`src/rtl/core/dahp_pkg.sv`:
```
`timescale 1ns / 1ps

package dahp_pkg;

	// One input beat: a header byte and its end marker
	typedef struct packed {
		logic [7:0] char_byte;
		logic       last_byte;
	} req_t;

	// One result beat
	typedef struct packed {
		logic       value_valid;
		logic [7:0] value_byte;
		logic       lead_backslash;
		logic [3:0] field_code;
		logic       value_end;
		logic       header_done;
		logic       header_accepted;
		logic [2:0] reject_reason;
	} rsp_t;

	typedef enum logic [9:0] {
		PH_START       = 10'b00_0000_0001,
		PH_SCHEME      = 10'b00_0000_0010,
		PH_SCHEME_END  = 10'b00_0000_0100,
		PH_NAME        = 10'b00_0000_1000,
		PH_VALUE_START = 10'b00_0001_0000,
		PH_TOKEN       = 10'b00_0010_0000,
		PH_QUOTED      = 10'b00_0100_0000,
		PH_LWS         = 10'b00_1000_0000,
		PH_ERR_SYNTAX  = 10'b01_0000_0000,
		PH_ERR_SCHEME  = 10'b10_0000_0000
	} phase_t;

	typedef enum logic [2:0] {
		REJ_NONE      = 3'd0,
		REJ_SYNTAX    = 3'd1,
		REJ_SCHEME    = 3'd2,
		REJ_MISSING   = 3'd3,
		REJ_NONCE_LEN = 3'd4,
		REJ_TRUNCATED = 3'd5
	} reject_t;

	localparam int unsigned NAME_COUNT = 9;
	localparam logic [3:0]  FIELD_UNKNOWN = 4'd0;
	localparam logic [3:0]  FIELD_NONCE   = 4'd4;
	localparam logic [7:0]  FIELDS_ALL    = 8'hff;
	localparam logic [6:0]  COUNT_MAX     = 7'd127;

	localparam logic [7:0] CH_HT     = 8'h09;
	localparam logic [7:0] CH_LF     = 8'h0a;
	localparam logic [7:0] CH_CR     = 8'h0d;
	localparam logic [7:0] CH_SP     = 8'h20;
	localparam logic [7:0] CH_DQUOTE = 8'h22;
	localparam logic [7:0] CH_COMMA  = 8'h2c;
	localparam logic [7:0] CH_EQ     = 8'h3d;
	localparam logic [7:0] CH_BSLASH = 8'h5c;
	localparam logic [7:0] CH_DEL    = 8'h7f;

	// Token characters, one bit per 7-bit code; codes below 0x20 are never tokens
	localparam logic [127:0] TOKEN_MAP = {32'h57ffffff, 32'hc7fffffe, 32'h03ff6cf8, 32'h0};

	localparam logic [2:0] SCHEME_LEN = 3'd6;
	localparam logic [7:0] SCHEME_WORD [0:5] = '{"D", "i", "g", "e", "s", "t"};

	localparam logic [7:0] NAME_TABLE [0:8][0:7] = '{
		'{"u", "s", "e", "r", "n", "a", "m", "e"},
		'{"q", "o", "p", 8'h0, 8'h0, 8'h0, 8'h0, 8'h0},
		'{"r", "e", "a", "l", "m", 8'h0, 8'h0, 8'h0},
		'{"n", "o", "n", "c", "e", 8'h0, 8'h0, 8'h0},
		'{"n", "c", 8'h0, 8'h0, 8'h0, 8'h0, 8'h0, 8'h0},
		'{"u", "r", "i", 8'h0, 8'h0, 8'h0, 8'h0, 8'h0},
		'{"c", "n", "o", "n", "c", "e", 8'h0, 8'h0},
		'{"r", "e", "s", "p", "o", "n", "s", "e"},
		'{"o", "p", "a", "q", "u", "e", 8'h0, 8'h0}
	};
	localparam logic [3:0] NAME_LEN [0:8] = '{4'd8, 4'd3, 4'd5, 4'd5, 4'd2, 4'd3, 4'd6,
		4'd8, 4'd6};

	function automatic logic is_token(input logic [7:0] c);
		return !c[7] && TOKEN_MAP[c[6:0]];
	endfunction

	function automatic logic is_space(input logic [7:0] c);
		return (c == CH_CR) || (c == CH_LF) || (c == CH_SP) || (c == CH_HT);
	endfunction

endpackage

```
`src/rtl/core/dahp_name_match.sv`:
```
`timescale 1ns / 1ps

// Narrow the set of known parameter names by one name byte, and decode the
// field code of the surviving name when the equals sign arrives.
module dahp_name_match import dahp_pkg::*; (
	input  logic                  restart,
	input  logic [NAME_COUNT-1:0] cands,
	input  logic [3:0]            pos,
	input  logic [7:0]            c,
	output logic [NAME_COUNT-1:0] cands_next,
	output logic [3:0]            pos_next,
	output logic [3:0]            field
);

	logic [NAME_COUNT-1:0] cands_eff;
	logic [3:0]            pos_eff;

	assign cands_eff = restart ? '1 : cands;
	assign pos_eff   = restart ? 4'd0 : pos;
	assign pos_next  = (pos_eff == 4'd15) ? pos_eff : pos_eff + 4'd1;

	always_comb begin
		for (int i = 0; i < NAME_COUNT; i++) begin
			cands_next[i] = cands_eff[i] && (pos_eff < NAME_LEN[i]) &&
				(c == NAME_TABLE[i][pos_eff[2:0]]);
		end
	end

	// Later entries win, as in the scan order of the table
	always_comb begin
		field = FIELD_UNKNOWN;
		for (int i = 0; i < NAME_COUNT; i++) begin
			if (cands[i] && (NAME_LEN[i] == pos))
				field = 4'(i + 1);
		end
	end

endmodule

```
`src/rtl/core/dahp_parse.sv`:
```
`timescale 1ns / 1ps

// Parser state and the transition for one header byte.
module dahp_parse import dahp_pkg::*; #(
	parameter int unsigned NONCE_CHARS = 16
) (
	input  logic clk,
	input  logic arst_n,
	input  logic step,
	input  req_t item,
	output rsp_t res
);

	phase_t                phase_q, phase_n;
	logic [2:0]            spos_q, spos_n;
	logic                  smatch_q, smatch_n;
	logic [NAME_COUNT-1:0] cands_q, cands_n;
	logic [3:0]            npos_q, npos_n;
	logic [3:0]            field_q, field_n;
	logic                  comma_q, comma_n;
	logic                  esc_q, esc_n;
	logic                  nonempty_q, nonempty_n;
	logic [6:0]            count_q, count_n;
	logic [7:0]            fields_q, fields_n;
	logic                  nonce_ok_q, nonce_ok_n;

	logic [NAME_COUNT-1:0] nm_cands;
	logic [3:0]            nm_pos;
	logic [3:0]            nm_field;

	logic [7:0] c;
	logic       tok, sp;
	logic       fin, sep_chk, nm_use;
	logic [1:0] cnt_add;
	logic [6:0] cnt_base;
	logic [7:0] cnt_sum;
	logic [2:0] fbit;
	reject_t    why;

	assign c   = item.char_byte;
	assign tok = is_token(c);
	assign sp  = is_space(c);

	dahp_name_match u_name (
		.restart    (phase_q != PH_NAME),
		.cands      (cands_q),
		.pos        (npos_q),
		.c          (c),
		.cands_next (nm_cands),
		.pos_next   (nm_pos),
		.field      (nm_field)
	);

	always_comb begin
		phase_n    = phase_q;
		spos_n     = spos_q;
		smatch_n   = smatch_q;
		cands_n    = cands_q;
		npos_n     = npos_q;
		field_n    = field_q;
		comma_n    = comma_q;
		esc_n      = esc_q;
		nonempty_n = nonempty_q;
		count_n    = count_q;
		fields_n   = fields_q;
		nonce_ok_n = nonce_ok_q;
		res        = '0;
		fin        = 1'b0;
		sep_chk    = 1'b0;
		nm_use     = 1'b0;
		cnt_add    = 2'd0;
		cnt_base   = count_q;
		cnt_sum    = 8'd0;
		fbit       = 3'd0;
		why        = REJ_NONE;

		case (phase_q)
			PH_START: begin
				if (sp) begin
					phase_n = PH_START;
				end else if (tok) begin
					smatch_n = (c == SCHEME_WORD[0]);
					spos_n   = 3'd1;
					phase_n  = PH_SCHEME;
				end else begin
					phase_n = PH_ERR_SYNTAX;
				end
			end
			PH_SCHEME: begin
				if (tok) begin
					if (!(spos_q < SCHEME_LEN && c == SCHEME_WORD[spos_q]))
						smatch_n = 1'b0;
					if (spos_q != 3'd7)
						spos_n = spos_q + 3'd1;
				end else if (c == CH_SP) begin
					phase_n = (smatch_q && spos_q == SCHEME_LEN) ? PH_SCHEME_END
						: PH_ERR_SCHEME;
				end else begin
					phase_n = PH_ERR_SYNTAX;
				end
			end
			PH_SCHEME_END: begin
				if (c == CH_SP) begin
					phase_n = PH_SCHEME_END;
				end else if (tok) begin
					nm_use  = 1'b1;
					phase_n = PH_NAME;
				end else begin
					phase_n = PH_ERR_SYNTAX;
				end
			end
			PH_NAME: begin
				if (tok) begin
					nm_use = 1'b1;
				end else if (c == CH_EQ) begin
					field_n = nm_field;
					phase_n = PH_VALUE_START;
				end else begin
					phase_n = PH_ERR_SYNTAX;
				end
			end
			PH_VALUE_START: begin
				if (tok) begin
					nonempty_n = 1'b0;
					esc_n      = 1'b0;
					cnt_base   = 7'd0;
					cnt_add    = 2'd1;
					res.value_valid = 1'b1;
					res.value_byte  = c;
					phase_n    = PH_TOKEN;
					fin        = item.last_byte;
				end else if (c == CH_DQUOTE) begin
					nonempty_n = 1'b0;
					count_n    = 7'd0;
					esc_n      = 1'b0;
					phase_n    = PH_QUOTED;
				end else begin
					phase_n = PH_ERR_SYNTAX;
				end
			end
			PH_TOKEN: begin
				if (tok) begin
					cnt_add = 2'd1;
					res.value_valid = 1'b1;
					res.value_byte  = c;
					fin     = item.last_byte;
				end else begin
					// The ending byte is read again as a separator
					fin     = 1'b1;
					sep_chk = 1'b1;
				end
			end
			PH_QUOTED: begin
				if (esc_q) begin
					esc_n = 1'b0;
					res.value_valid    = 1'b1;
					res.value_byte     = c;
					res.lead_backslash = c[7];
					cnt_add = c[7] ? 2'd2 : 2'd1;
				end else if (c < CH_SP || c == CH_DEL) begin
					phase_n = PH_ERR_SYNTAX;
				end else if (c == CH_BSLASH) begin
					esc_n = 1'b1;
				end else if (c == CH_DQUOTE) begin
					fin = 1'b1;
				end else begin
					res.value_valid = 1'b1;
					res.value_byte  = c;
					cnt_add = 2'd1;
				end
			end
			PH_LWS: begin
				if (comma_q && tok) begin
					nm_use  = 1'b1;
					phase_n = PH_NAME;
				end else if (c == CH_COMMA) begin
					comma_n = 1'b1;
				end else if (!sp) begin
					phase_n = PH_ERR_SYNTAX;
				end
			end
			PH_ERR_SYNTAX, PH_ERR_SCHEME: begin
				phase_n = phase_q;
			end
			default: begin
				phase_n = PH_ERR_SYNTAX;
			end
		endcase

		if (nm_use) begin
			cands_n = nm_cands;
			npos_n  = nm_pos;
		end

		if (cnt_add != 2'd0) begin
			nonempty_n = 1'b1;
			cnt_sum    = {1'b0, cnt_base} + {6'd0, cnt_add};
			count_n    = (cnt_sum > {1'b0, COUNT_MAX}) ? COUNT_MAX : cnt_sum[6:0];
		end

		if (fin) begin
			fbit = 3'(field_q - 4'd1);
			if (field_q inside {[4'd1:4'd8]})
				fields_n[fbit] = nonempty_n;
			if (field_q == FIELD_NONCE)
				nonce_ok_n = (count_n == 7'(NONCE_CHARS));
			phase_n       = PH_LWS;
			comma_n       = 1'b0;
			res.value_end = 1'b1;
		end

		if (sep_chk) begin
			if (c == CH_COMMA)
				comma_n = 1'b1;
			else if (!sp)
				phase_n = PH_ERR_SYNTAX;
		end

		res.field_code = (res.value_valid || res.value_end) ? field_n : FIELD_UNKNOWN;

		if (item.last_byte) begin
			if (phase_n == PH_ERR_SYNTAX)
				why = REJ_SYNTAX;
			else if (phase_n == PH_ERR_SCHEME)
				why = REJ_SCHEME;
			else if (phase_n != PH_LWS)
				why = REJ_TRUNCATED;
			else if (fields_n != FIELDS_ALL)
				why = REJ_MISSING;
			else if (!nonce_ok_n)
				why = REJ_NONCE_LEN;
			res.header_done     = 1'b1;
			res.header_accepted = (why == REJ_NONE);
			res.reject_reason   = why;
		end
	end

	always_ff @(posedge clk or negedge arst_n) begin
		if (!arst_n) begin
			phase_q    <= PH_START;
			spos_q     <= 3'd0;
			smatch_q   <= 1'b1;
			cands_q    <= '1;
			npos_q     <= 4'd0;
			field_q    <= FIELD_UNKNOWN;
			comma_q    <= 1'b0;
			esc_q      <= 1'b0;
			nonempty_q <= 1'b0;
			count_q    <= 7'd0;
			fields_q   <= 8'd0;
			nonce_ok_q <= 1'b0;
		end else if (step) begin
			if (item.last_byte) begin
				// drop back to the start for the next header
				phase_q    <= PH_START;
				spos_q     <= 3'd0;
				smatch_q   <= 1'b1;
				cands_q    <= '1;
				npos_q     <= 4'd0;
				field_q    <= FIELD_UNKNOWN;
				comma_q    <= 1'b0;
				esc_q      <= 1'b0;
				nonempty_q <= 1'b0;
				count_q    <= 7'd0;
				fields_q   <= 8'd0;
				nonce_ok_q <= 1'b0;
			end else begin
				phase_q    <= phase_n;
				spos_q     <= spos_n;
				smatch_q   <= smatch_n;
				cands_q    <= cands_n;
				npos_q     <= npos_n;
				field_q    <= field_n;
				comma_q    <= comma_n;
				esc_q      <= esc_n;
				nonempty_q <= nonempty_n;
				count_q    <= count_n;
				fields_q   <= fields_n;
				nonce_ok_q <= nonce_ok_n;
			end
		end
	end

	a_phase_onehot: assert property (@(posedge clk) disable iff (!arst_n)
		$onehot(phase_q))
		else $error("parse phase not one-hot");

	a_last_restarts: assert property (@(posedge clk) disable iff (!arst_n)
		step && item.last_byte |=> phase_q == PH_START && fields_q == 8'd0)
		else $error("parser did not restart after last byte");

	a_accept_clean: assert property (@(posedge clk) disable iff (!arst_n)
		step && res.header_accepted |-> res.header_done && res.reject_reason == REJ_NONE
			&& fields_n == FIELDS_ALL)
		else $error("header accepted with a reject reason or missing field");

	a_err_silent: assert property (@(posedge clk) disable iff (!arst_n)
		step && (phase_q == PH_ERR_SYNTAX || phase_q == PH_ERR_SCHEME)
			|-> !res.value_valid && !res.value_end)
		else $error("value output after an error");

endmodule

```
`src/rtl/core/digest_auth_header_parser_top.sv`:
```
`timescale 1ns / 1ps

// Digest Authorization header parser.
// req channel: one header byte per beat (char_byte, last_byte marks the final
// byte of a header value). rsp channel: exactly one result beat per request
// beat, in order. Each result tags a value byte with its field code, flags the
// end of a value, and on the last byte carries header_done with the verdict
// (header_accepted, reject_reason).
// Path: an accepted byte waits in the input register, is parsed, and its
// result is loaded into the result register, where the receiver takes it
// (input register, then result register).
// Throughput: one byte per cycle while rsp_stall does not hold a full result
// register; the next-state logic is a single pass over one byte.
// Stall: while rsp_stall holds the result register, one more byte is taken
// into the input register; only then is req_stall raised.
// Reset: arst_n clears the valid flags of both registers and puts the parser
// at the start of a header. After the last byte of a header the parser returns
// to that state on its own, so headers may follow back to back.
module digest_auth_header_parser_top import dahp_pkg::*; #(
	parameter int unsigned NONCE_CHARS = 16
) (
	input  logic clk,
	input  logic arst_n,
	input  logic req_valid,
	output logic req_stall,
	input  req_t req_data,
	output logic rsp_valid,
	input  logic rsp_stall,
	output rsp_t rsp_data
);

	logic item_valid_s1;
	req_t item_s1;
	logic adv;
	rsp_t result;

	// Advance the held byte when the result register is empty or being drained
	assign adv       = item_valid_s1 && (!rsp_valid || !rsp_stall);
	assign req_stall = item_valid_s1 && !adv;

	always_ff @(posedge clk or negedge arst_n) begin
		if (!arst_n) begin
			item_valid_s1 <= 1'b0;
		end else if (req_valid && !req_stall) begin
			item_valid_s1 <= 1'b1;
		end else if (adv) begin
			item_valid_s1 <= 1'b0;
		end
	end

	always_ff @(posedge clk) begin
		if (req_valid && !req_stall) begin
			item_s1 <= req_data;
		end
	end

	dahp_parse #(
		.NONCE_CHARS (NONCE_CHARS)
	) u_parse (
		.clk    (clk),
		.arst_n (arst_n),
		.step   (adv),
		.item   (item_s1),
		.res    (result)
	);

	// Result register: hold while stalled, load on every advance
	always_ff @(posedge clk or negedge arst_n) begin
		if (!arst_n) begin
			rsp_valid <= 1'b0;
		end else if (adv) begin
			rsp_valid <= 1'b1;
		end else if (!rsp_stall) begin
			rsp_valid <= 1'b0;
		end
	end

	always_ff @(posedge clk) begin
		if (adv) begin
			rsp_data <= result;
		end
	end

endmodule
```
`config.mk`:
```
export PLATFORM = sky130hd
export DESIGN_NAME = digest_auth_header_parser_top
export DESIGN_NICKNAME = d
export VERILOG_FILES = /design/src/rtl/core/dahp_pkg.sv /design/src/rtl/core/dahp_name_match.sv /design/src/rtl/core/dahp_parse.sv /design/src/rtl/core/digest_auth_header_parser_top.sv
export SDC_FILE = /design/constraint.sdc
export NUM_CORES = 1
export LEC_CHECK = 0
export BUFFER_PORTS_ARGS = -buffer_cell sky130_fd_sc_hd__clkbuf_2
export CORE_ASPECT_RATIO = 1.75
export CORE_UTILIZATION = 55
export CTS_CLUSTER_DIAMETER = 80
export DETAILED_ROUTE_END_ITERATION = 7
export PLACE_DENSITY = 0.76
export SLEW_MARGIN = 20
export SYNTH_ARGS = -nofsm -noshare
export SYNTH_HDL_FRONTEND = slang
export SYNTH_HIERARCHICAL = 1
export SYNTH_SLANG_ARGS = --single-unit
```
`constraint.sdc`:
```
create_clock -name clk -period 4 [get_ports clk]
set_input_delay 0 -clock clk [delete_from_list [all_inputs] [get_ports clk]]
set_output_delay 0 -clock clk [all_outputs]
set_load 0.02 [all_outputs]
```
==> flow_summary.json <==
{
  "first_global_vias": 6186,
  "status": "complete, no violations",
  "start_util": 0.5690,
  "wl_met3_um": 900,
  "top_layer": "met4",
  "routedWlPerCell_um": 21.10,
  "ir_drop_mv": 0.3566,
  "cp_slowest_cell": "edfxtp_1",
  "cts-root-buf": "clkbuf_16",
  "io_pins": 35,
  "ant_nets": 0,
  "clock-sinks": 81,
  "end_kind": "flop",
  "layout-drive-gt1-share": 0.1669,
  "cp.required_ns": 4.21,
  "path_buf_inv": 2,
  "synth-edff-count": 29,
  "worst_pin_slew_ns": 0.8949,
  "synth_warnings": 6,
  "dieArea_um2": 12070,
  "hold_violations": 0,
  "timing.fmax_ghz": 0.2562,
  "grt_overflow": 0,
  "setup-violations-final": 0,
  "stdcell_area_um2": 7291,
  "antenna_found_initial": 0,
  "ys.flop_type": "dfrtp_1",
  "final-instance-count-excl-fill": 947,
  "critPathArrivalTime_ns": 4.11,
  "maxCapViolations": 0,
  "globalplace.congestion": 1.006,
  "grt_max_degree": 53,
  "die_y_um": 144.6,
  "cts_buffers": 9,
  "hpwl_um": 14690,
  "combPwrFrac": 0.250,
  "cts-htree-levels": 3,
  "timing_worst_setup_path_type": "reg2reg",
  "worstPathMaxFanout": 4,
  "nFillCells": 975,
  "hold_path.class": "in2async",
  "placed_area_um2": 6787,
  "min_period_ns": 3.904,
  "m1WireLength_um": 7075,
  "nets": 847,
  "cts_tree": "built",
  "pwr-share-clk": 0.339,
  "max_stage_delay_ns": 0.41,
  "grt_use_total": 0.3301,
  "io_buffers": 34,
  "switchingPower_uw": 860.9,
  "ys_ff_latch": 81,
  "p_per_area_nw_per_um2": 349.4,
  "seq_power_share": 0.411,
  "maxSlewHeadroom": 0.4012,
  "diodes": 0,
  "via_count": 6382,
  "route.met2.wl_um": 10370,
  "synth_nets": 800,
  "crit_family": "compound AO/OA/AOI/OAI gates",
  "wl_um": 19990,
  "clkLatencyLatePin_ns": 0.34,
  "syn_area_um2": 6390,
  "dr.pass1.iters": 5,
  "core_um2": 11230,
  "power.leakage_uw": 0.002956,
  "grt_pass1_wl_um": 31190,
  "switching_share": 0.3380,
  "ys_types": 82,
  "clockBufferDepth": 2,
  "internal_power_uw": 1686,
  "finalPower_uw": 2547,
  "drc": 0,
  "start_kind": "flop",
  "clock-skew-final_ns": 0.01219,
  "place_inst": 915,
  "period_share": 0.9760,
  "crit_chain": "inv_1, ha_1, o311a_1, a22o_1, a21oi_1, ha_1, a21oi_2, nor3_2, nand4_1, buf_4, a21oi_1, nor3_1, o22ai_1, nor4b_2, a21oi_2, nor3_1, and3_1",
  "clk_pin_slew_ns": 0.07,
  "vias_per_cell": 6.739,
  "area_growth_syn_to_layout_pct": 14.10,
  "row_count": 51,
  "syn_area_per_cell_um2": 8.375,
  "slew_violations": 0,
  "synth_cells": 763,
  "dr.first_iter.drc_count": 411,
  "die_w_um": 83.48,
  "async_reset_ff_frac": 0.6420,
  "yosysSeqAreaShare": 0.3421
}
final cells by class:
class / count / area (µm²) / share of cell area
multi-input combinational: 581 / 3830 / 0.5253
inverter: 48 / 180.2 / 0.02471
tap: 132 / 165.2 / 0.02265
clock inverter: 7 / 83.83 / 0.01150
timing repair buffer: 89 / 619.3 / 0.08495
sequential: 81 / 2187 / 0.3000
clock buffer: 9 / 225.2 / 0.03089
flip-flops by register name (all words and copies together), names as in the netlist:
register            cells
item_s1                 9
item_valid_s1           1
rsp_data               20
rsp_valid               1
u_parse/cands_q         9
u_parse/comma_q         1
u_parse/count_q         7
u_parse/esc_q           1
u_parse/field_q         4
u_parse/fields_q        8
u_parse/nonce_ok_q      1
u_parse/nonempty_q      1
u_parse/npos_q          4
u_parse/phase_q        10
u_parse/smatch_q        1
u_parse/spos_q          3
cells by family (layout without fill, tap and decap cells):
family / Yosys count / in the layout / share of synthesized area
xor gates and xnor gates: 25 / 25 / 0.03427
muxes: 20 / 20 / 0.03172
AOI/OAI and AO/OA: 224 / 224 / 0.2371
buffers and inverters: 101 / 153 / 0.06618
adders and majority gates: 24 / 24 / 0.04817
DFF: 81 / 81 / 0.3421
and+or+nand+nor: 288 / 288 / 0.2405
routing by layer:
| layer | GRT usage | vias up |
|---|---|---|
| met5 | 0 | - |
| met4 | 0.2587 | 0 |
| met3 | 0.03539 | 102 |
| met2 | 0.6160 | 320 |
| met1 | 0.3337 | 3036 |
| li1 | - | 2924 |
through the flow:
| stage | worst slack [ns] | utilization | TNS (ns) | hold WS, ns |
|---|---|---|---|---|
| floorplan | 0.05366 | - | 0 | -0.2956 |
| global placement | 0.1838 | 0.6043 | 0 | 0.1690 |
| detailed placement | 0.1218 | 0.6043 | 0 | 0.1787 |
| CTS | 0.09556 | 0.6434 | 0 | 0.3704 |
| global route | -0.1035 | 0.6492 | -0.1738 | 0.3900 |
| finish | 0.09612 | 0.6492 | 0 | 0.3318 |
power groups by stage:
stage                     sequential, µW  clock, µW  combinational (µW)
after floorplan                     1040          0                 434
after global placement              1050          0                 578
after detailed placement            1060          0                 595
after CTS                           1040        871                 614
after global routing                1060        898                 691
final                               1050        864                 636
timing repair:
| action | CTS | global route |
|---|---|---|
| endpoints found under the setup margin | 0 | 2 |
| gates resized for setup | 0 | 10 |
| hold endpoints to repair | 52 | 0 |
| setup buffers | 0 | 3 |
| hold buffers | 13 | 0 |
worst reg2reg max path: stages (launching register included):
cell and delay (ns):
edfxtp_1 0.41, inv_1 0.16, ha_1 0.26, o311a_1 0.38, a22o_1 0.25, a21oi_1 0.26
ha_1 0.31, a21oi_2 0.22, nor3_2 0.07, nand4_1 0.13, buf_4 0.13, a21oi_1 0.04
nor3_1 0.22, o22ai_1 0.14, nor4b_2 0.34, a21oi_2 0.13, nor3_1 0.19, and3_1 0.17
synth_stat cells (11+ instances only):
master / count / share of area
nor2_1: 67 / 0.039
nand2_1: 56 / 0.033
a21oi_1: 49 / 0.038
inv_1: 44 / 0.026
dfrtp_1: 41 / 0.16
o22ai_1: 37 / 0.036
o21ai_0: 35 / 0.027
nor3_1: 34 / 0.027
clkbuf_1: 30 / 0.018
edfxtp_1: 29 / 0.14
nand3_1: 28 / 0.022
ha_1: 23 / 0.045
mux2i_1: 18 / 0.028
nor2b_1: 15 / 0.015
buf_2: 14 / 0.011
xor2_1: 13 / 0.018
and3_1: 12 / 0.012
xnor2_1: 12 / 0.016
dfstp_2: 11 / 0.045
nand4_1: 11 / 0.011
placed cells by master (no fill, tap or decap), drive strengths merged, types with 15 or more instances in the layout:
cell type,synthesis,final
o21ai,36,36
nor2,69,69
edfxtp,29,29
mux2i,18,18
dfrtp,41,41
buf,23,42
a21oi,49,49
inv,45,49
nor3,38,38
ha,23,23
nand2,56,56
o22ai,37,37
nor2b,15,15
nand3,30,30
clkbuf,30,43
worst paths after layout:
kind,startpoint,endpoint,slack [ns],depth (start not counted)
max reg2reg,item_s1[2]$_DFFE_PP_,rsp_data[3]$_DFFE_PP_,0.1,17
max in group asynchronous,arst_n,u_parse/phase_q[9]$_DFFE_PN0P_,3.18,3
min in group clk,req_data[2],item_s1[2]$_DFFE_PP_,0.38,2
max,item_s1[2]$_DFFE_PP_,rsp_data[3]$_DFFE_PP_,0.1,17
min reg2reg,u_parse/smatch_q$_DFFE_PN1P_,u_parse/smatch_q$_DFFE_PN1P_,0.52,2
min,arst_n,u_parse/spos_q[1]$_DFFE_PN0P_,0.33,3
Note: power is estimated with default switching activity, not from simulation.
